`src/design/mqe_pkg.sv`:
```
// Shared types, constants and probability tables of the MQ arithmetic encoder.
// Used by every module of the encoder but mqe_ram; depends on nothing.
package mqe_pkg;

    localparam int NUM_CONTEXTS_DEF = 19;
    localparam int CTX_FIELD_W      = 5;
    localparam int ENTRY_W          = 7;
    localparam int A_W              = 16;
    localparam int C_W              = 28;
    localparam int MAX_BYTES        = 8;

    localparam logic [A_W-1:0] A_INIT      = 16'h8000;
    localparam logic [3:0]     BC_INIT     = 4'd12;
    localparam logic [5:0]     ST_MAX      = 6'd46;
    localparam logic [4:0]     SEG_CTX     = 5'd18;

    typedef enum logic [2:0] {
        OP_INIT   = 3'd0,
        OP_ENCODE = 3'd1,
        OP_FLUSH  = 3'd2,
        OP_ERTERM = 3'd3,
        OP_RSTCTX = 3'd4,
        OP_SEGMARK = 3'd5
    } op_t;

    typedef enum logic [3:0] {
        ST_IDLE,
        ST_RD,
        ST_EVAL,
        ST_REN,
        ST_REN_CHK,
        ST_NEXT,
        ST_BO,
        ST_FL_PREP,
        ST_FL_SH1,
        ST_FL_SH2,
        ST_FL_END,
        ST_ET_LOOP,
        ST_ET_CHK,
        ST_ET_END,
        ST_FAKE,
        ST_DONE
    } seq_state_t;

    typedef struct packed {
        logic [CTX_FIELD_W-1:0] rd_addr;
        logic                   wr_en;
        logic [CTX_FIELD_W-1:0] wr_addr;
        logic [ENTRY_W-1:0]     wr_data;
        logic                   clr;
    } ctx_req_t;

    localparam logic [15:0] QE_TAB [0:46] = '{
        16'h5601, 16'h3401, 16'h1801, 16'h0AC1, 16'h0521, 16'h0221, 16'h5601, 16'h5401,
        16'h4801, 16'h3801, 16'h3001, 16'h2401, 16'h1C01, 16'h1601, 16'h5601, 16'h5401,
        16'h5101, 16'h4801, 16'h3801, 16'h3401, 16'h3001, 16'h2801, 16'h2401, 16'h2201,
        16'h1C01, 16'h1801, 16'h1601, 16'h1401, 16'h1201, 16'h1101, 16'h0AC1, 16'h09C1,
        16'h08A1, 16'h0521, 16'h0441, 16'h02A1, 16'h0221, 16'h0141, 16'h0111, 16'h0085,
        16'h0049, 16'h0025, 16'h0015, 16'h0009, 16'h0005, 16'h0001, 16'h5601
    };
    localparam logic [5:0] NMPS_TAB [0:46] = '{
        6'd1, 6'd2, 6'd3, 6'd4, 6'd5, 6'd38, 6'd7, 6'd8, 6'd9, 6'd10, 6'd11, 6'd12,
        6'd13, 6'd29, 6'd15, 6'd16, 6'd17, 6'd18, 6'd19, 6'd20, 6'd21, 6'd22, 6'd23,
        6'd24, 6'd25, 6'd26, 6'd27, 6'd28, 6'd29, 6'd30, 6'd31, 6'd32, 6'd33, 6'd34,
        6'd35, 6'd36, 6'd37, 6'd38, 6'd39, 6'd40, 6'd41, 6'd42, 6'd43, 6'd44, 6'd45,
        6'd45, 6'd46
    };
    localparam logic [5:0] NLPS_TAB [0:46] = '{
        6'd1, 6'd6, 6'd9, 6'd12, 6'd29, 6'd33, 6'd6, 6'd14, 6'd14, 6'd14, 6'd17, 6'd18,
        6'd20, 6'd21, 6'd14, 6'd14, 6'd15, 6'd16, 6'd17, 6'd18, 6'd19, 6'd19, 6'd20,
        6'd21, 6'd22, 6'd23, 6'd24, 6'd25, 6'd26, 6'd27, 6'd28, 6'd29, 6'd30, 6'd31,
        6'd32, 6'd33, 6'd34, 6'd35, 6'd36, 6'd37, 6'd38, 6'd39, 6'd40, 6'd41, 6'd42,
        6'd43, 6'd46
    };

    function automatic logic switch_mps(input logic [5:0] st);
        return (st == 6'd0) || (st == 6'd6) || (st == 6'd14);
    endfunction

    function automatic logic [ENTRY_W-1:0] ctx_init(input logic [CTX_FIELD_W-1:0] idx);
        logic [ENTRY_W-1:0] v;
        unique case (idx)
            5'd0:    v = {6'd4, 1'b0};
            5'd17:   v = {6'd3, 1'b0};
            5'd18:   v = {6'd46, 1'b0};
            default: v = '0;
        endcase
        return v;
    endfunction

endpackage

```
`src/design/mqe_ram.sv`:
```
// Generic single-port-write, single-port-read RAM with a registered read.
// Depends on nothing.
module mqe_ram #(
    parameter int WIDTH = 8,
    parameter int DEPTH = 32
) (
    input  logic                     aclk,
    input  logic                     we,
    input  logic [$clog2(DEPTH)-1:0] waddr,
    input  logic [WIDTH-1:0]         wdata,
    input  logic [$clog2(DEPTH)-1:0] raddr,
    output logic [WIDTH-1:0]         rdata
);
    logic [WIDTH-1:0] mem [DEPTH];

    always_ff @(posedge aclk) begin
        if (we) begin
            mem[waddr] <= wdata;
        end
        rdata <= mem[raddr];
    end
endmodule

```
`src/design/mqe_ctx_store.sv`:
```
// Context store: probability state and MPS sense per context, held in a RAM,
// with per-entry valid bits that return unwritten entries to their reset value.
// Depends on mqe_pkg and mqe_ram.
module mqe_ctx_store
    import mqe_pkg::*;
#(
    parameter int NUM_CONTEXTS = NUM_CONTEXTS_DEF
) (
    input  logic               aclk,
    input  logic               aresetn,
    input  ctx_req_t           req,
    output logic [ENTRY_W-1:0] rdata
);
    localparam int CW = $clog2(NUM_CONTEXTS);

    logic [NUM_CONTEXTS-1:0] vld_reg;
    logic                    rd_vld_reg;
    logic [CTX_FIELD_W-1:0]  rd_addr_reg;
    logic [ENTRY_W-1:0]      ram_q;

    mqe_ram #(.WIDTH(ENTRY_W), .DEPTH(NUM_CONTEXTS)) u_ram (
        .aclk  (aclk),
        .we    (req.wr_en),
        .waddr (req.wr_addr[CW-1:0]),
        .wdata (req.wr_data),
        .raddr (req.rd_addr[CW-1:0]),
        .rdata (ram_q)
    );

    always_ff @(posedge aclk) begin
        if (!aresetn || req.clr) begin
            vld_reg <= '0;
        end else if (req.wr_en) begin
            vld_reg[req.wr_addr[CW-1:0]] <= 1'b1;
        end
        rd_vld_reg  <= vld_reg[req.rd_addr[CW-1:0]];
        rd_addr_reg <= req.rd_addr;
    end

    assign rdata = rd_vld_reg ? ram_q : ctx_init(rd_addr_reg);
endmodule

```
`src/design/mqe_coder.sv`:
```
// Coding sequencer: interval and code registers, renormalisation, byte output
// with carry and stuffing, flush and ERTERM termination, and the output register.
// Depends on mqe_pkg.
module mqe_coder
    import mqe_pkg::*;
#(
    parameter int NUM_CONTEXTS = NUM_CONTEXTS_DEF
) (
    input  logic                   aclk,
    input  logic                   aresetn,
    input  logic                   in_valid,
    output logic                   in_ready,
    input  logic [2:0]             in_op,
    input  logic [CTX_FIELD_W-1:0] in_ctx,
    input  logic                   in_bit,
    output ctx_req_t               ctx_req,
    input  logic [ENTRY_W-1:0]     ctx_rdata,
    output logic                   out_valid,
    input  logic                   out_ready,
    output logic [7:0]             out_byte,
    output logic                   out_last
);
    seq_state_t state_reg, state_next, ret_reg, ret_next;
    logic [A_W-1:0] a_reg, a_next;
    logic [C_W-1:0] c_reg, c_next;
    logic [3:0] bc_reg, bc_next;
    logic [7:0] held_reg, held_next;
    logic real_reg, real_next;
    logic [CTX_FIELD_W-1:0] ctx_reg, ctx_next;
    logic bit_reg, bit_next;
    logic [1:0] seg_reg, seg_next;
    logic [4:0] guard_reg, guard_next;
    logic signed [4:0] k_reg, k_next;
    logic [3:0] cnt_reg, cnt_next;
    logic pend_v_reg, pend_v_next;
    logic [7:0] pend_reg, pend_next;
    logic ov_reg, ov_next;
    logic [7:0] ob_reg, ob_next;
    logic ol_reg, ol_next;

    logic out_free, push_req, emit, stall;
    logic [7:0] push_byte;
    logic [5:0] st;
    logic mps;
    logic [15:0] qe, a1;
    logic [A_W-1:0] a_sh;
    logic [3:0] bc_dec;
    logic [4:0] g_inc;
    logic bo_seven, bo_inc;
    logic [7:0] bo_hb;
    logic [C_W-1:0] bo_c;
    logic [29:0] fl_top;
    logic [C_W-1:0] fl_cor;

    assign out_free  = !ov_reg || out_ready;
    assign in_ready  = (state_reg == ST_IDLE);
    assign out_valid = ov_reg;
    assign out_byte  = ob_reg;
    assign out_last  = ol_reg;

    assign st  = (ctx_rdata[6:1] > ST_MAX) ? ST_MAX : ctx_rdata[6:1];
    assign mps = ctx_rdata[0];
    assign qe  = QE_TAB[st];
    assign a1  = a_reg - qe;
    assign a_sh   = {a_reg[A_W-2:0], 1'b0};
    assign bc_dec = bc_reg - 4'd1;
    assign g_inc  = guard_reg + 5'd1;

    assign bo_inc   = (held_reg != 8'hFF) && c_reg[27];
    assign bo_hb    = held_reg + {7'd0, bo_inc};
    assign bo_seven = (held_reg == 8'hFF) || (bo_inc && bo_hb == 8'hFF);
    assign bo_c     = (bo_inc && bo_hb == 8'hFF) ? {1'b0, c_reg[26:0]} : c_reg;

    assign fl_top = {2'b00, c_reg} + {14'd0, a_reg};
    assign fl_cor = c_reg | 28'hFFFF;

    always_comb begin
        push_req  = 1'b0;
        push_byte = held_reg;
        if (state_reg == ST_BO) begin
            push_req  = real_reg;
            push_byte = bo_hb;
        end else if (state_reg == ST_FL_END) begin
            push_req = real_reg && (held_reg != 8'hFF);
        end
    end
    assign emit  = push_req && (cnt_reg < 4'(MAX_BYTES));
    assign stall = emit && pend_v_reg && !out_free;

    always_ff @(posedge aclk) begin
        if (!aresetn) begin
            state_reg  <= ST_IDLE;
            ret_reg    <= ST_IDLE;
            a_reg      <= A_INIT;
            c_reg      <= '0;
            bc_reg     <= BC_INIT;
            held_reg   <= '0;
            real_reg   <= 1'b0;
            seg_reg    <= '0;
            guard_reg  <= '0;
            k_reg      <= '0;
            cnt_reg    <= '0;
            pend_v_reg <= 1'b0;
            ov_reg     <= 1'b0;
        end else begin
            state_reg  <= state_next;
            ret_reg    <= ret_next;
            a_reg      <= a_next;
            c_reg      <= c_next;
            bc_reg     <= bc_next;
            held_reg   <= held_next;
            real_reg   <= real_next;
            seg_reg    <= seg_next;
            guard_reg  <= guard_next;
            k_reg      <= k_next;
            cnt_reg    <= cnt_next;
            pend_v_reg <= pend_v_next;
            ov_reg     <= ov_next;
        end
        ctx_reg  <= ctx_next;
        bit_reg  <= bit_next;
        pend_reg <= pend_next;
        ob_reg   <= ob_next;
        ol_reg   <= ol_next;
    end

    always_comb begin
        state_next  = state_reg;
        ret_next    = ret_reg;
        a_next      = a_reg;
        c_next      = c_reg;
        bc_next     = bc_reg;
        held_next   = held_reg;
        real_next   = real_reg;
        ctx_next    = ctx_reg;
        bit_next    = bit_reg;
        seg_next    = seg_reg;
        guard_next  = guard_reg;
        k_next      = k_reg;
        cnt_next    = cnt_reg;
        pend_v_next = pend_v_reg;
        pend_next   = pend_reg;
        ob_next     = ob_reg;
        ol_next     = ol_reg;
        ov_next     = ov_reg && !out_ready;
        ctx_req         = '0;
        ctx_req.rd_addr = ctx_reg;
        ctx_req.wr_addr = ctx_reg;

        if (emit && !stall) begin
            cnt_next    = cnt_reg + 4'd1;
            pend_v_next = 1'b1;
            pend_next   = push_byte;
            if (pend_v_reg) begin
                ov_next = 1'b1;
                ob_next = pend_reg;
                ol_next = 1'b0;
            end
        end

        unique case (state_reg)
            ST_IDLE: begin
                if (in_valid) begin
                    cnt_next   = '0;
                    ctx_next   = in_ctx;
                    bit_next   = in_bit;
                    seg_next   = '0;
                    guard_next = '0;
                    unique case (in_op)
                        OP_INIT: begin
                            a_next    = A_INIT;
                            c_next    = '0;
                            bc_next   = BC_INIT;
                            held_next = '0;
                            real_next = 1'b0;
                        end
                        OP_ENCODE: begin
                            if ({1'b0, in_ctx} < (CTX_FIELD_W+1)'(NUM_CONTEXTS)) begin
                                state_next = ST_RD;
                            end
                        end
                        OP_FLUSH: state_next = ST_FL_PREP;
                        OP_ERTERM: begin
                            k_next     = 5'sd12 - $signed({1'b0, bc_reg});
                            state_next = ST_ET_LOOP;
                        end
                        OP_RSTCTX: ctx_req.clr = 1'b1;
                        OP_SEGMARK: begin
                            ctx_next   = SEG_CTX;
                            bit_next   = 1'b1;
                            seg_next   = 2'd3;
                            state_next = ST_RD;
                        end
                        default: ;
                    endcase
                end
            end
            ST_RD: begin
                guard_next = '0;
                state_next = ST_EVAL;
            end
            ST_EVAL: begin
                state_next = ST_REN;
                if (mps == bit_reg) begin
                    ctx_req.wr_data = {NMPS_TAB[st], mps};
                    if (!a1[15]) begin
                        ctx_req.wr_en = 1'b1;
                        if (a1 < qe) begin
                            a_next = qe;
                        end else begin
                            a_next = a1;
                            c_next = c_reg + {12'd0, qe};
                        end
                    end else begin
                        a_next     = a1;
                        c_next     = c_reg + {12'd0, qe};
                        state_next = ST_NEXT;
                    end
                end else begin
                    ctx_req.wr_en   = 1'b1;
                    ctx_req.wr_data = {NLPS_TAB[st], mps ^ switch_mps(st)};
                    if (a1 < qe) begin
                        a_next = a1;
                        c_next = c_reg + {12'd0, qe};
                    end else begin
                        a_next = qe;
                    end
                end
            end
            ST_REN: begin
                a_next     = a_sh;
                c_next     = {c_reg[C_W-2:0], 1'b0};
                bc_next    = bc_dec;
                guard_next = g_inc;
                if (bc_dec == 4'd0) begin
                    ret_next   = ST_REN_CHK;
                    state_next = ST_BO;
                end else if (!a_sh[15] && g_inc < 5'd16) begin
                    state_next = ST_REN;
                end else begin
                    state_next = ST_NEXT;
                end
            end
            ST_REN_CHK: begin
                state_next = (!a_reg[15] && guard_reg < 5'd16) ? ST_REN : ST_NEXT;
            end
            ST_NEXT: begin
                if (seg_reg != 2'd0) begin
                    seg_next   = seg_reg - 2'd1;
                    bit_next   = !bit_reg;
                    state_next = ST_RD;
                end else begin
                    state_next = ST_DONE;
                end
            end
            ST_BO: begin
                if (!stall) begin
                    real_next  = 1'b1;
                    state_next = ret_reg;
                    if (bo_seven) begin
                        held_next = bo_c[27:20];
                        c_next    = {8'd0, bo_c[19:0]};
                        bc_next   = 4'd7;
                    end else begin
                        held_next = bo_c[26:19];
                        c_next    = {9'd0, bo_c[18:0]};
                        bc_next   = 4'd8;
                    end
                end
            end
            ST_FL_PREP: begin
                c_next     = ({2'b00, fl_cor} >= fl_top) ? fl_cor - 28'h8000 : fl_cor;
                state_next = ST_FL_SH1;
            end
            ST_FL_SH1: begin
                c_next     = c_reg << bc_reg;
                ret_next   = ST_FL_SH2;
                state_next = ST_BO;
            end
            ST_FL_SH2: begin
                c_next     = c_reg << bc_reg;
                ret_next   = ST_FL_END;
                state_next = ST_BO;
            end
            ST_FL_END: begin
                if (!stall) begin
                    held_next  = '0;
                    real_next  = 1'b0;
                    state_next = ST_DONE;
                end
            end
            ST_ET_LOOP: begin
                if (k_reg > 5'sd0 && guard_reg < 5'd4) begin
                    c_next     = c_reg << bc_reg;
                    bc_next    = 4'd0;
                    guard_next = g_inc;
                    ret_next   = ST_ET_CHK;
                    state_next = ST_BO;
                end else begin
                    state_next = ST_ET_END;
                end
            end
            ST_ET_CHK: begin
                k_next     = k_reg - $signed({1'b0, bc_reg});
                state_next = ST_ET_LOOP;
            end
            ST_ET_END: begin
                ret_next   = ST_FAKE;
                state_next = (held_reg != 8'hFF) ? ST_BO : ST_FAKE;
            end
            ST_FAKE: begin
                held_next  = '0;
                real_next  = 1'b0;
                state_next = ST_DONE;
            end
            ST_DONE: begin
                if (!pend_v_reg) begin
                    state_next = ST_IDLE;
                end else if (out_free) begin
                    ov_next     = 1'b1;
                    ob_next     = pend_reg;
                    ol_next     = 1'b1;
                    pend_v_next = 1'b0;
                    state_next  = ST_IDLE;
                end
            end
            default: state_next = ST_IDLE;
        endcase
    end
endmodule

```
`src/design/mq_arithmetic_encoder_core.sv`:
```
// MQ arithmetic encoder, one word at a time: init, context reset and ignored words finish in idle;
// an encode or a segmark reads its context and evaluates, then renormalises with any code bytes;
// a flush prepares C and shifts out bytes; an ERTERM loops over bytes and may put out a last one.
// A result that waits on m_tready stalls the sequencer until it is taken.
// Reset (synchronous, active low) sets A = 0x8000, C = 0, bit count 12, a fake
// held byte, and all contexts to their initial states through per-entry valid bits.
module mq_arithmetic_encoder_core
    import mqe_pkg::*;
#(
    parameter int NUM_CONTEXTS = NUM_CONTEXTS_DEF
) (
    input  logic        aclk,
    input  logic        aresetn,
    input  logic        s_tvalid,
    output logic        s_tready,
    input  logic [15:0] s_tdata,   // op[2:0], ctx[7:3], bit_req[8], zeros above
    output logic        m_tvalid,
    input  logic        m_tready,
    output logic [7:0]  m_tdata,   // out_byte[7:0]
    output logic        m_tlast
);
    ctx_req_t           ctx_req;
    logic [ENTRY_W-1:0] ctx_rdata;

    mqe_ctx_store #(.NUM_CONTEXTS(NUM_CONTEXTS)) u_ctx (
        .aclk    (aclk),
        .aresetn (aresetn),
        .req     (ctx_req),
        .rdata   (ctx_rdata)
    );

    mqe_coder #(.NUM_CONTEXTS(NUM_CONTEXTS)) u_coder (
        .aclk      (aclk),
        .aresetn   (aresetn),
        .in_valid  (s_tvalid),
        .in_ready  (s_tready),
        .in_op     (s_tdata[2:0]),
        .in_ctx    (s_tdata[7:3]),
        .in_bit    (s_tdata[8]),
        .ctx_req   (ctx_req),
        .ctx_rdata (ctx_rdata),
        .out_valid (m_tvalid),
        .out_ready (m_tready),
        .out_byte  (m_tdata),
        .out_last  (m_tlast)
    );
endmodule
```
`config.mk`:
```
export PLATFORM = sky130hd
export DESIGN_NAME = mq_arithmetic_encoder_core
export DESIGN_NICKNAME = d
export VERILOG_FILES = /design/src/design/mqe_pkg.sv /design/src/design/mqe_ram.sv /design/src/design/mqe_ctx_store.sv /design/src/design/mqe_coder.sv /design/src/design/mq_arithmetic_encoder_core.sv
export SDC_FILE = /design/constraint.sdc
export NUM_CORES = 1
export LEC_CHECK = 0
export BUFFER_PORTS_ARGS = -buffer_cell sky130_fd_sc_hd__buf_2
export CORE_MARGIN = 2
export CORE_UTILIZATION = 60
export CTS_CLUSTER_SIZE = 28
export DETAILED_ROUTE_END_ITERATION = 8
export GPL_ROUTABILITY_DRIVEN = 1
export GPL_TIMING_DRIVEN = 0
export PLACE_DENSITY_LB_ADDON = 0.25
export SETUP_SLACK_MARGIN = 0.2
export SLEW_MARGIN = 25
export SYNTH_ARGS = -nofsm -noshare
export SYNTH_HDL_FRONTEND = slang
export SYNTH_HIERARCHICAL = 1
export SYNTH_SLANG_ARGS = --single-unit
```
`constraint.sdc`:
```
create_clock -name aclk -period 7.95 [get_ports aclk]
set_input_delay 1.59 -clock aclk [delete_from_list [all_inputs] [get_ports aclk]]
set_output_delay 1.59 -clock aclk [all_outputs]
set_load 0.01 [all_outputs]
```
==> insert_results.sql, run 1 <==
INSERT INTO impl_metrics (metric_group, metric, value, unit) VALUES
('power', 'totalPowerFinal', '6.49', 'mW'),
('yosys', 'syn_inst_count', '1881', ''),
('sta', 'setup_tns', '0', 'ns'),
('yosys', 'yosysSeqAreaShare', '38.9', '%'),
('routing', 'first_pass_iters', '6', ''),
('power', 'power.ir.vdd_worst', '0.000230', 'V'),
('die', 'chipHeight', '176', 'um'),
('clock_network', 'clock_sinks', '271', ''),
('critical_path', 'category_of_the_worst_setup_path_capture_point', 'flip-flop', ''),
('placed_design', 'portBuffers', '22', ''),
('sta', 'period_minus_slack', '7.28', 'ns'),
('layout', 'n_antenna_cell', '0', ''),
('yosys', 'synth_enable_flop_cells', '147', ''),
('placed_design', 'gp_congestion', '1.03', ''),
('grt', 'grt_start_max_net_pins', '20', ''),
('sta', 'final_max_slew_viol_count', '0', ''),
('grt', 'grt_first_pass_wirelength', '84400', 'um'),
('yosys', 'synth_area', '17700', 'um2'),
('critical_path', 'crit_type', 'reg -> reg', ''),
('yosys', 'syn_nets', '1995', ''),
('clock_network', 'h_tree_depth', '1', ''),
('yosys', 'synth_seq_cells', '271', ''),
('critical_path', 'cp_dominant_cell_by_count', 'nand2_1', ''),
('die', 'num_io_pins', '31', ''),
('die', 'die_w', '176', 'um'),
('sta', 'timing.final.hold_violations', '0', ''),
('sta', 'fin_skew', '0.00974', 'ns'),
('hold_path', 'holdCritPathClass', 'reg -> reg', ''),
('critical_path', 'crit_slowest_cell', 'o41ai_4', ''),
('clock_network', 'clock_tree_from_tritoncts', 'done', ''),
('placed_design', 'post-dp-hpwl', '38900', 'um'),
('grt', 'gr_overflow_total', '0', ''),
('layout', 'layout.cells.most_common', 'nor2_1', ''),
('power', 'total_leakage_power', '7.17', 'nW'),
('die', 'core_area', '28900', 'um2'),
('critical_path', 'worst-path-max-fanout', '10', ''),
('critical_path', 'critPathRequiredTime', '8.34', 'ns'),
('die', 'floorplan.die_area', '30900', 'um2'),
('clock_network', 'cts.root.buffer_cell', 'clkbuf_16', ''),
('run_status', 'outcome', 'completed', ''),
('routing', 'drt-wirelength-per-cell', '23.2', 'um'),
('layout', 'finalNetCount', '2050', ''),
('routing', 'met3RoutedLength', '5510', 'um'),
('routing', 'route.final.wire_length', '54300', 'um'),
('yosys', 'post_synth.cell_area_avg', '9.42', 'um2'),
('yosys', 'synthFlopType', 'edfxtp_1', ''),
('routing', 'dr.max_layer_used', 'met4', ''),
('placed_design', 'post_dp_cell_area', '18300', 'um2'),
('clock_network', 'clkSlewWorstSetupHoldPaths', '0.06', 'ns'),
('hold_path', 'min_path_cells', '2', ''),
('critical_path', 'max_stage_delay', '0.45', 'ns'),
('critical_path', 'worstSetupStartpointType', 'flip-flop', ''),
('layout', 'fin_cells', '2342', ''),
('sta', 'slew_headroom', '27.6', '%'),
('clock_network', 'clock_latency', '0.56', 'ns'),
('routing', 'route.detailed.vias_per_inst', '6.84', ''),
('flow_run', 'cap_violations', '0', ''),
('die', 'initial_core_utilization', '61.4', '%'),
('sta', 'max_clock_freq', '0.137', 'GHz'),
('die', 'core.rowCount', '62', ''),
('yosys', 'synthesis.yosys.warnings', '6', ''),
('critical_path', 'r2r.worst_path.cells', '36', ''),
('sta', 'setup_violation_total_in_the_final_timing_report', '0', ''),
('clock_network', 'cts_inserted_buffers', '28', ''),
('routing', 'postRouteAntennaNets', '0', ''),
('power', 'pwr_density_cell', '334', 'nW/um2'),
('sta', 'setup_repair_after_global_routing_missed_its_margin', 'no', ''),
('routing', 'route.met2.wl', '23900', 'um'),
('routing', 'post-route-drc-count', '0', ''),
('clock_network', 'clock_path_buffers', '3', ''),
('grt', 'first_global_vias', '14900', '');
[synthesized netlist by cell type, types with 12 or more instances]
library cell / number / area share [%]
xor2_1: 19 / 0.94
o21ai_1: 15 / 0.42
a221oi_1: 27 / 1.3
nor2b_1: 14 / 0.49
a211oi_1: 41 / 1.7
clkbuf_1: 88 / 1.9
buf_2: 13 / 0.37
a21oi_1: 138 / 3.9
a311oi_1: 15 / 0.74
nor3_1: 36 / 1.0
and3_1: 17 / 0.60
a22oi_1: 19 / 0.80
xnor2_1: 43 / 2.1
a31oi_1: 40 / 1.4
mux2_2: 12 / 0.76
dfxtp_1: 124 / 14
mux4_1: 19 / 2.8
ha_1: 92 / 6.5
o21ai_0: 98 / 2.8
mux2i_1: 79 / 4.5
a21o_1: 16 / 0.68
nor2_1: 179 / 3.8
nand4_1: 22 / 0.78
edfxtp_1: 147 / 25
o211ai_1: 18 / 0.76
mux4_2: 22 / 2.8
nand3_1: 47 / 1.3
inv_1: 79 / 1.7
nand2_1: 173 / 3.7
o22ai_1: 27 / 0.95
[final cells by class]
cell class / instances / area [um2]
clock inverter: 9 / 151
tap: 384 / 480
timing repair buffer: 25 / 133
fill: 2354 / 9460
sequential: 271 / 6900
buffer: 123 / 589
inverter: 82 / 308
multi-input combinational: 1405 / 10100
clock buffer: 43 / 783
[critical path: cells and delay by family, from the launching register on]
kind / cells / cell delay [ns]
compound gates: 11 / 2.06
flops: 1 / 0.29
simple gates: 16 / 2.67
buf+inv: 5 / 1.05
xor+xnor: 1 / 0.17
fa+ha+maj: 3 / 0.85
[layer usage]
layer / GRT usage [%] / up-vias
met2: 53.1 / 935
met4: 10.9 / 0
met3: 5.82 / 123
met1: 50.3 / 7703
li1: - / 7249
met5: 0 / -
[timing repair]
action                                 4_1_cts  5_1_grt
gates cloned                                 0        0
pin swaps                                    0        4
endpoints found under the hold margin        0        0
resized for setup                            7       18
hold buffers                                 0        0
setup endpoints to repair                   42       84
setup buffers                                0        3
[report_power, final]
part           internal, mW  total [mW]  switching (mW)
combinational          1.29        3.29            2.01
clock                 0.781        1.33           0.553
sequential             1.63        1.86           0.235
[cells by family (layout without fill, tap and decap cells)]
group | count (synthesis) | in the layout | share of synthesized area (%)
AOI/OAI and AO/OA | 554 | 554 | 20.6
xor gates and xnor gates | 62 | 62 | 3.06
adders and majority gates | 94 | 94 | 6.72
buffers and inverters | 205 | 282 | 5.00
DFF | 271 | 271 | 38.9
muxes | 135 | 135 | 11.0
and+or+nand+nor | 560 | 560 | 14.6
[through the flow]
step,hold slack [ns],utilization [%]
after floorplan,0.428,-
after CTS,0.462,67.0
after global placement,0.445,63.5
after global routing,0.484,67.2
final,0.469,67.2
after detailed placement,0.453,63.6
[worst paths after layout]
kind,start,end,slack [ns]
max reg2reg,u_ctx/rd_vld_reg$_DFF_P_,u_coder/c_reg[4]$_SDFFE_PN0P_,0.67
min,u_ctx/vld_reg[1]$_SDFFE_PP0P_,u_ctx/vld_reg[1]$_SDFFE_PP0P_,0.47
min reg2reg,u_ctx/vld_reg[1]$_SDFFE_PP0P_,u_ctx/vld_reg[1]$_SDFFE_PP0P_,0.47
max,u_ctx/rd_vld_reg$_DFF_P_,u_coder/c_reg[4]$_SDFFE_PN0P_,0.67
Note: power is estimated with default switching activity, not from simulation.
==> run 2: changes to the inputs <==
--- a/config.mk
+++ b/config.mk
@@ -13,7 +13,6 @@
 export GPL_ROUTABILITY_DRIVEN = 1
 export GPL_TIMING_DRIVEN = 0
 export PLACE_DENSITY_LB_ADDON = 0.25
-export SETUP_SLACK_MARGIN = 0.2
 export SLEW_MARGIN = 25
 export SYNTH_ARGS = -nofsm -noshare
 export SYNTH_HDL_FRONTEND = slang
==> constraint.sdc (replaced) <==
create_clock -name aclk -period 7.95 [get_ports aclk]
set_input_delay 0.795 -clock aclk [delete_from_list [all_inputs] [get_ports aclk]]
set_output_delay 0.795 -clock aclk [all_outputs]
set_load 0.01 [all_outputs]
==> run 2 against run 1 <==
Effect of this change: register-to-register slack got worse by 0.26 ns; total power decreased by 0.44%; critical endpoint is now u_coder/c_reg[15]$_SDFFE_PN0P_; clock skew about the same; critical path depth decreased by 3; non-clock buffer count decreased by 3; sequential power about the same; count of clock-buffer cells in the layout unchanged; highest routed layer unchanged; hold slack got worse by 0.0068 ns; clock power about the same; largest cell class unchanged; routed wire length decreased by 0.53%; worst setup slack got worse by 0.26 ns.
==> insert_results.sql, run 2 (synthesized netlist as in run 1, its figures left out) <==
INSERT INTO impl_metrics (metric_group, metric, value, unit) VALUES
('sta', 'period_minus_slack', '7.54', 'ns'),
('placed_design', 'placed_cells', '2287', ''),
('critical_path', 'crit_type', 'reg -> reg', ''),
('sta', 'worst_slew_pin_slew', '1.02', 'ns'),
('critical_path', 'worst_ep_arrival_time', '7.94', 'ns'),
('flow_run', 'cap_violations', '0', ''),
('die', 'num_io_pins', '31', ''),
('placed_design', 'portBuffers', '22', ''),
('routing', 'dr_total_vias', '16000', ''),
('clock_network', 'clock_path_buffers', '3', ''),
('power', 'power.ir.vdd_worst', '0.000230', 'V'),
('grt', 'grt_start_max_net_pins', '20', ''),
('clock_network', 'number_of_buffers_added_to_fix_hold_violations_after_cts', '0', ''),
('power', 'pwr_density_cell', '334', 'nW/um2'),
('layout', 'layout-drive-gt1-share', '8.75', '%'),
('critical_path', 'critPathRequiredTime', '8.35', 'ns'),
('layout', 'n_antenna_cell', '0', ''),
('layout', 'final_cell_mix', '175 x nor2_1, 171 x nand2_1, 147 x edfxtp_1, 134 x a21oi_1, 124 x dfxtp_1', ''),
('clock_network', 'cts.root.buffer_cell', 'clkbuf_16', ''),
('placed_design', 'post-dp-hpwl', '38900', 'um'),
('sta', 'final_min_period_over_clock_period', '94.8', '%'),
('routing', 'drt-wirelength-per-cell', '23.1', 'um'),
('clock_network', 'cts_inserted_buffers', '28', ''),
('critical_path', 'max_stage_delay', '0.64', 'ns'),
('clock_network', 'clock_tree_from_tritoncts', 'done', ''),
('grt', 'first_global_vias', '15000', ''),
('placed_design', 'gp_congestion', '1.03', ''),
('grt', 'grt_antenna_before_repair', '0', ''),
('layout', 'finalNetCount', '2047', ''),
('die', 'die_w', '176', 'um'),
('power', 'totalPowerFinal', '6.46', 'mW'),
('critical_path', 'cp_dominant_cell_by_count', 'nand2_1', ''),
('clock_network', 'h_tree_depth', '1', ''),
('sta', 'slew_headroom', '31.4', '%'),
('layout', 'largest_register_ffs', '133', ''),
('routing', 'first_pass_iters', '6', ''),
('critical_path', 'category_of_the_worst_setup_path_capture_point', 'flip-flop', ''),
('run_status', 'outcome', 'completed', ''),
('die', 'core_area', '28900', 'um2'),
('die', 'chipHeight', '176', 'um'),
('clock_network', 'clkSlewWorstSetupHoldPaths', '0.07', 'ns'),
('routing', 'detail_route.iter0.violations', '2188', ''),
('critical_path', 'r2r.worst_path.cells', '33', ''),
('sta', 'setup_violation_total_in_the_final_timing_report', '0', ''),
('sta', 'max_clock_freq', '0.133', 'GHz'),
('sta', 'setup_tns', '0', 'ns'),
('routing', 'postRouteAntennaNets', '0', ''),
('die', 'core.rowCount', '62', ''),
('grt', 'grt_first_pass_wirelength', '84300', 'um'),
('layout', 'utilization', '67.0', '%'),
('placed_design', 'pre_cts_slack', '-0.495', 'ns'),
('sta', 'timing.final.hold_violations', '0', ''),
('hold_path', 'holdCritPathClass', 'reg -> reg', ''),
('routing', 'route.final.wire_length', '54100', 'um'),
('grt', 'grt_util_all_layers', '34.6', '%'),
('sta', 'fin_skew', '0.0102', 'ns'),
('grt', 'gr_overflow_total', '0', ''),
('sta', 'setup_repair_after_global_routing_missed_its_margin', 'no', ''),
('critical_path', 'crit_slowest_cell', 'o41ai_1', ''),
('critical_path', 'worstSetupStartpointType', 'flip-flop', ''),
('routing', 'post-route-drc-count', '0', ''),
('sta', 'final_max_slew_viol_count', '0', ''),
('power', 'total_leakage_power', '7.15', 'nW'),
('layout', 'layout.cells.most_common', 'nor2_1', ''),
('die', 'initial_core_utilization', '61.4', '%'),
('layout', 'fin_cells', '2339', ''),
('die', 'floorplan.die_area', '30900', 'um2'),
('critical_path', 'worst-path-max-fanout', '10', ''),
('clock_network', 'clock_latency', '0.56', 'ns'),
('hold_path', 'min_path_cells', '2', ''),
('sta', 'final.setup.worst_slack', '0.413', 'ns'),
('layout', 'area_growth_syn_to_layout', '9.13', '%'),
('routing', 'route.detailed.vias_per_inst', '6.84', ''),
('clock_network', 'clock_sinks', '271', '');
## run 2: cell types whose count changed in the layout (fill, tap and decap cells not counted), sizes merged
cell	change
clkbuf	-3
## run 2: routing by layer
| metal | GRT usage [%] | part of all wire, % | vias up |
|---|---|---|---|
| met2 | 52.9 | 44 | 967 |
| met4 | 11.1 | 3.4 | 0 |
| met1 | 50.2 | 43 | 7659 |
| met3 | 5.76 | 10 | 140 |
| li1 | - | - | 7222 |
| met5 | 0 | 0 | - |
## run 2: through the flow
step | hold WS [ns] | instance area [um2]
floorplan | 0.428 | 17700
detailed placement | 0.453 | 18300
CTS | 0.462 | 19300
global route | 0.484 | 19300
global placement | 0.445 | 18300
finish | 0.462 | 19300
## run 2: final timing paths
check | startpoint | endpoint | slack, ns
setup / recovery | u_ctx/rd_addr_reg[3]$_DFF_P_ | u_coder/c_reg[15]$_SDFFE_PN0P_ | 0.41
hold / removal | u_coder/ret_reg[2]$_SDFFE_PN0P_ | u_coder/ret_reg[2]$_SDFFE_PN0P_ | 0.46
setup reg to reg | u_ctx/rd_addr_reg[3]$_DFF_P_ | u_coder/c_reg[15]$_SDFFE_PN0P_ | 0.41
hold reg to reg | u_coder/ret_reg[2]$_SDFFE_PN0P_ | u_coder/ret_reg[2]$_SDFFE_PN0P_ | 0.46
## run 2: what timing repair did
action / CTS / global route
gates resized for setup: 3 / 8
endpoints found under the setup margin: 31 / 41
pin swaps: 0 / 1
buffers inserted: 0 / 2
## run 2: cell type report
type	count	area, um2
Multi-Input combinational cell	1405	10000
Fill cell	2356	9520
Sequential cell	271	6900
Clock buffer	43	783
Buffer	121	576
Tap cell	384	480
Inverter	82	308
Clock inverter	9	151
Timing Repair Buffer	24	125
## run 2: where the power goes
part	internal (mW)	switching [mW]	total, mW
Clock	0.781	0.552	1.33
Combinational	1.27	1.99	3.27
Sequential	1.63	0.234	1.86
Total	3.68	2.78	6.46
## run 2: worst max-delay path: cells and delay by family, from the launching register on
kind / cells / cell delay (ns)
buffers and inverters: 3 / 0.53
AND/OR/NAND/NOR: 13 / 2.28
XOR/XNOR: 1 / 0.17
flip-flops: 1 / 0.30
AO/OA/AOI/OAI: 13 / 3.15
adder cells (fa/ha/maj): 3 / 0.96
==> run 3: changes to the inputs <==
--- a/config.mk
+++ b/config.mk
@@ -7,7 +7,7 @@
 export LEC_CHECK = 0
 export BUFFER_PORTS_ARGS = -buffer_cell sky130_fd_sc_hd__buf_2
 export CORE_MARGIN = 2
-export CORE_UTILIZATION = 60
+export CORE_UTILIZATION = 55
 export CTS_CLUSTER_SIZE = 28
 export DETAILED_ROUTE_END_ITERATION = 8
 export GPL_ROUTABILITY_DRIVEN = 1
==> run 3 against run 2 <==
Effect of this change: clock power shrank 5%; design area is essentially flat; clock skew grew 0.0086 ns; register-to-register slack gained 0.06 ns; first-iteration DRC count shrank 8.0%; sequential power is essentially flat; hold slack gained 0.0092 ns; non-clock buffer count grew 2; routed wire length shrank 0.80%; largest power group unchanged.
==> insert_results.sql, run 3 (synthesized netlist as in run 1, its figures left out) <==
INSERT INTO impl_metrics (metric_group, metric, value, unit) VALUES
('run_status', 'outcome', 'completed', ''),
('hold_path', 'hold_path_startpoint', 'u_ctx/vld_reg[10]$_SDFFE_PP0P_', ''),
('layout', 'largest_register_ffs', '133', ''),
('routing', 'detail_route.iter0.violations', '2014', ''),
('clock_network', 'number_of_buffers_added_to_fix_hold_violations_after_cts', '0', ''),
('placed_design', 'post-dp-hpwl', '39000', 'um'),
('hold_path', 'min_path_cells', '2', ''),
('sta', 'setup_violation_total_in_the_final_timing_report', '0', ''),
('placed_design', 'post_dp_cell_area', '18400', 'um2'),
('grt', 'grt_util_all_layers', '31.8', '%'),
('clock_network', 'cts.root.buffer_cell', 'clkbuf_16', ''),
('power', 'cellInternalPower', '3.63', 'mW'),
('power', 'power.ir.vdd_worst', '0.000234', 'V'),
('critical_path', 'worstSetupStartpointType', 'flip-flop', ''),
('clock_network', 'clkSlewWorstSetupHoldPaths', '0.06', 'ns'),
('hold_path', 'hold-path-endpoint', 'u_ctx/vld_reg[10]$_SDFFE_PP0P_', ''),
('critical_path', 'worst_ep_arrival_time', '7.87', 'ns'),
('sta', 'worst_slew_pin_slew', '1.06', 'ns'),
('clock_network', 'clock_sinks', '271', ''),
('sta', 'setup_tns', '0', 'ns'),
('layout', 'fin_area', '19300', 'um2'),
('routing', 'postRouteAntennaNets', '0', ''),
('critical_path', 'category_of_the_worst_setup_path_capture_point', 'flip-flop', ''),
('critical_path', 'crit_type', 'reg -> reg', ''),
('sta', 'slew_headroom', '29.1', '%'),
('power', 'pwr-share-seq', '29.1', '%'),
('layout', 'n_antenna_cell', '0', ''),
('critical_path', 'crit-reg2reg-launch', 'u_ctx/rd_addr_reg[3]$_DFF_P_', ''),
('grt', 'first_global_vias', '14800', ''),
('power', 'power_switching_share', '43.3', '%'),
('power', 'pwr_density_cell', '331', 'nW/um2'),
('routing', 'route.detailed.vias_per_inst', '6.71', ''),
('layout', 'final_cell_mix', '175 x nor2_1, 172 x nand2_1, 147 x edfxtp_1, 134 x a21oi_1, 124 x dfxtp_1', ''),
('critical_path', 'max_stage_delay', '0.46', 'ns'),
('power', 'total_leakage_power', '7.13', 'nW'),
('clock_network', 'clock_latency', '0.57', 'ns'),
('power', 'switchingPower', '2.77', 'mW'),
('critical_path', 'crit_family', 'simple AND/OR/NAND/NOR gates', ''),
('routing', 'post-route-drc-count', '0', ''),
('grt', 'grt_start_max_net_pins', '20', ''),
('placed_design', 'gp_congestion', '1.05', ''),
('clock_network', 'h_tree_depth', '1', ''),
('grt', 'gr_overflow_total', '0', ''),
('critical_path', 'critPathRequiredTime', '8.35', 'ns'),
('layout', 'layout-drive-gt1-share', '8.64', '%'),
('routing', 'first_pass_iters', '6', ''),
('die', 'chipHeight', '184', 'um'),
('flow_run', 'cap_violations', '0', ''),
('layout', 'layout.cells.most_common', 'nor2_1', ''),
('layout', 'finalNetCount', '2049', ''),
('sta', 'period_minus_slack', '7.47', 'ns'),
('routing', 'route.final.wire_length', '53600', 'um'),
('clock_network', 'clock_tree_from_tritoncts', 'done', ''),
('sta', 'final_min_period_over_clock_period', '94.0', '%'),
('power', 'power.share.clock', '19.9', '%'),
('critical_path', 'worst-path-max-fanout', '10', ''),
('critical_path', 'worst_r2r_endpoint', 'u_coder/c_reg[4]$_SDFFE_PN0P_', ''),
('critical_path', 'crit_slowest_cell', 'o41ai_4', ''),
('critical_path', 'critPathBufInv', '4', ''),
('power', 'pwr-share-comb', '51.0', '%'),
('hold_path', 'holdCritPathClass', 'reg -> reg', ''),
('sta', 'max_clock_freq', '0.134', 'GHz'),
('layout', 'area_growth_syn_to_layout', '9.11', '%'),
('grt', 'grt_antenna_before_repair', '0', ''),
('die', 'num_io_pins', '31', ''),
('sta', 'fin_skew', '0.0189', 'ns'),
('critical_path', 'cp_dominant_cell_by_count', 'nand2_1', ''),
('die', 'die_w', '184', 'um'),
('clock_network', 'cts_inserted_buffers', '28', ''),
('die', 'floorplan.die_area', '33700', 'um2'),
('die', 'initial_core_utilization', '56.0', '%'),
('die', 'core_area', '31600', 'um2'),
('placed_design', 'portBuffers', '22', ''),
('sta', 'timing.final.hold_violations', '0', ''),
('clock_network', 'clock_path_buffers', '3', ''),
('sta', 'final_max_slew_viol_count', '0', ''),
('routing', 'dr_total_vias', '15800', ''),
('routing', 'drt-wirelength-per-cell', '22.7', 'um'),
('grt', 'grt_first_pass_wirelength', '84400', 'um'),
('die', 'core.rowCount', '65', ''),
('critical_path', 'r2r.worst_path.cells', '34', ''),
('critical_path', 'ff2ff_setup_slack', '0.48', 'ns');
[run 3: cell type report]
class | instances | area [um2]
flip-flops and latches | 271 | 6900
clock buffers | 38 | 748
fillers | 2650 | 12300
repair buffers | 26 | 144
inverters | 82 | 308
well taps | 402 | 503
clock inverters | 14 | 143
plain buffers | 121 | 578
multi-input cells | 1405 | 10000
[run 3: worst max-delay path by stage]
stage	start	end	slack, ns	depth (start not counted)
2_1_floorplan	u_ctx/rd_vld_reg$_DFF_P_	u_coder/c_reg[13]$_SDFFE_PN0P_	1.24	32
3_3_place_gp	u_ctx/rd_vld_reg$_DFF_P_	u_coder/c_reg[0]$_SDFFE_PN0P_	-0.77	33
3_5_place_dp	u_ctx/rd_vld_reg$_DFF_P_	u_coder/c_reg[14]$_SDFFE_PN0P_	-0.50	33
4_1_cts	u_ctx/rd_vld_reg$_DFF_P_	u_coder/c_reg[4]$_SDFFE_PN0P_	0.13	36
5_1_grt	u_ctx/rd_addr_reg[3]$_DFF_P_	u_coder/c_reg[4]$_SDFFE_PN0P_	-0.006	34
6_report	u_ctx/rd_addr_reg[3]$_DFF_P_	u_coder/c_reg[4]$_SDFFE_PN0P_	0.48	34
[run 3: timing repair]
| action | CTS | global route |
|---|---|---|
| pin swaps | 0 | 2 |
| buffers inserted | 0 | 3 |
| setup endpoints to repair | 28 | 56 |
| gates resized for setup | 4 | 7 |
| cloned | 0 | 0 |
[run 3: worst reg2reg max path, delay by kind of cell, from the launching register on]
| family | cells | cell delay [ns] |
|---|---|---|
| buffers and inverters | 4 | 0.83 |
| and+or+nand+nor | 14 | 2.60 |
| adders and majority gates | 3 | 0.97 |
| DFF | 1 | 0.30 |
| AOI/OAI and AO/OA | 12 | 2.49 |
| xor gates and xnor gates | 1 | 0.18 |
[run 3: metal layers]
layer / share of wire [%] / routed length, um / global-route usage (%)
met5: 0 / 0 / 0
met4: 2.4 / 1300 / 8.06
met3: 9.2 / 4960 / 5.29
met2: 44 / 23600 / 49.3
met1: 44 / 23700 / 46.4
[run 3: stage by stage]
stage	cells	utilization, %	setup slack [ns]	hold WS, ns	total power [mW]
4_1_cts	2358	61.0	0.131	0.467	6.30
6_report	2359	61.1	0.477	0.471	6.41
3_5_place_dp	2306	58.1	-0.504	0.451	5.00
2_1_floorplan	1881	-	1.24	0.428	4.17
5_1_grt	2359	61.1	-0.00580	0.493	6.78
3_3_place_gp	2305	58.0	-0.768	0.440	4.93
[run 3: power by group through the flow]
stage | Clock, mW | Sequential [mW] | Combinational [mW]
after detailed placement | 0 | 1.88 | 3.12
after CTS | 1.29 | 1.85 | 3.16
after floorplan | 0 | 1.77 | 2.40
final | 1.27 | 1.86 | 3.27
after global routing | 1.35 | 1.87 | 3.56
after global placement | 0 | 1.87 | 3.06
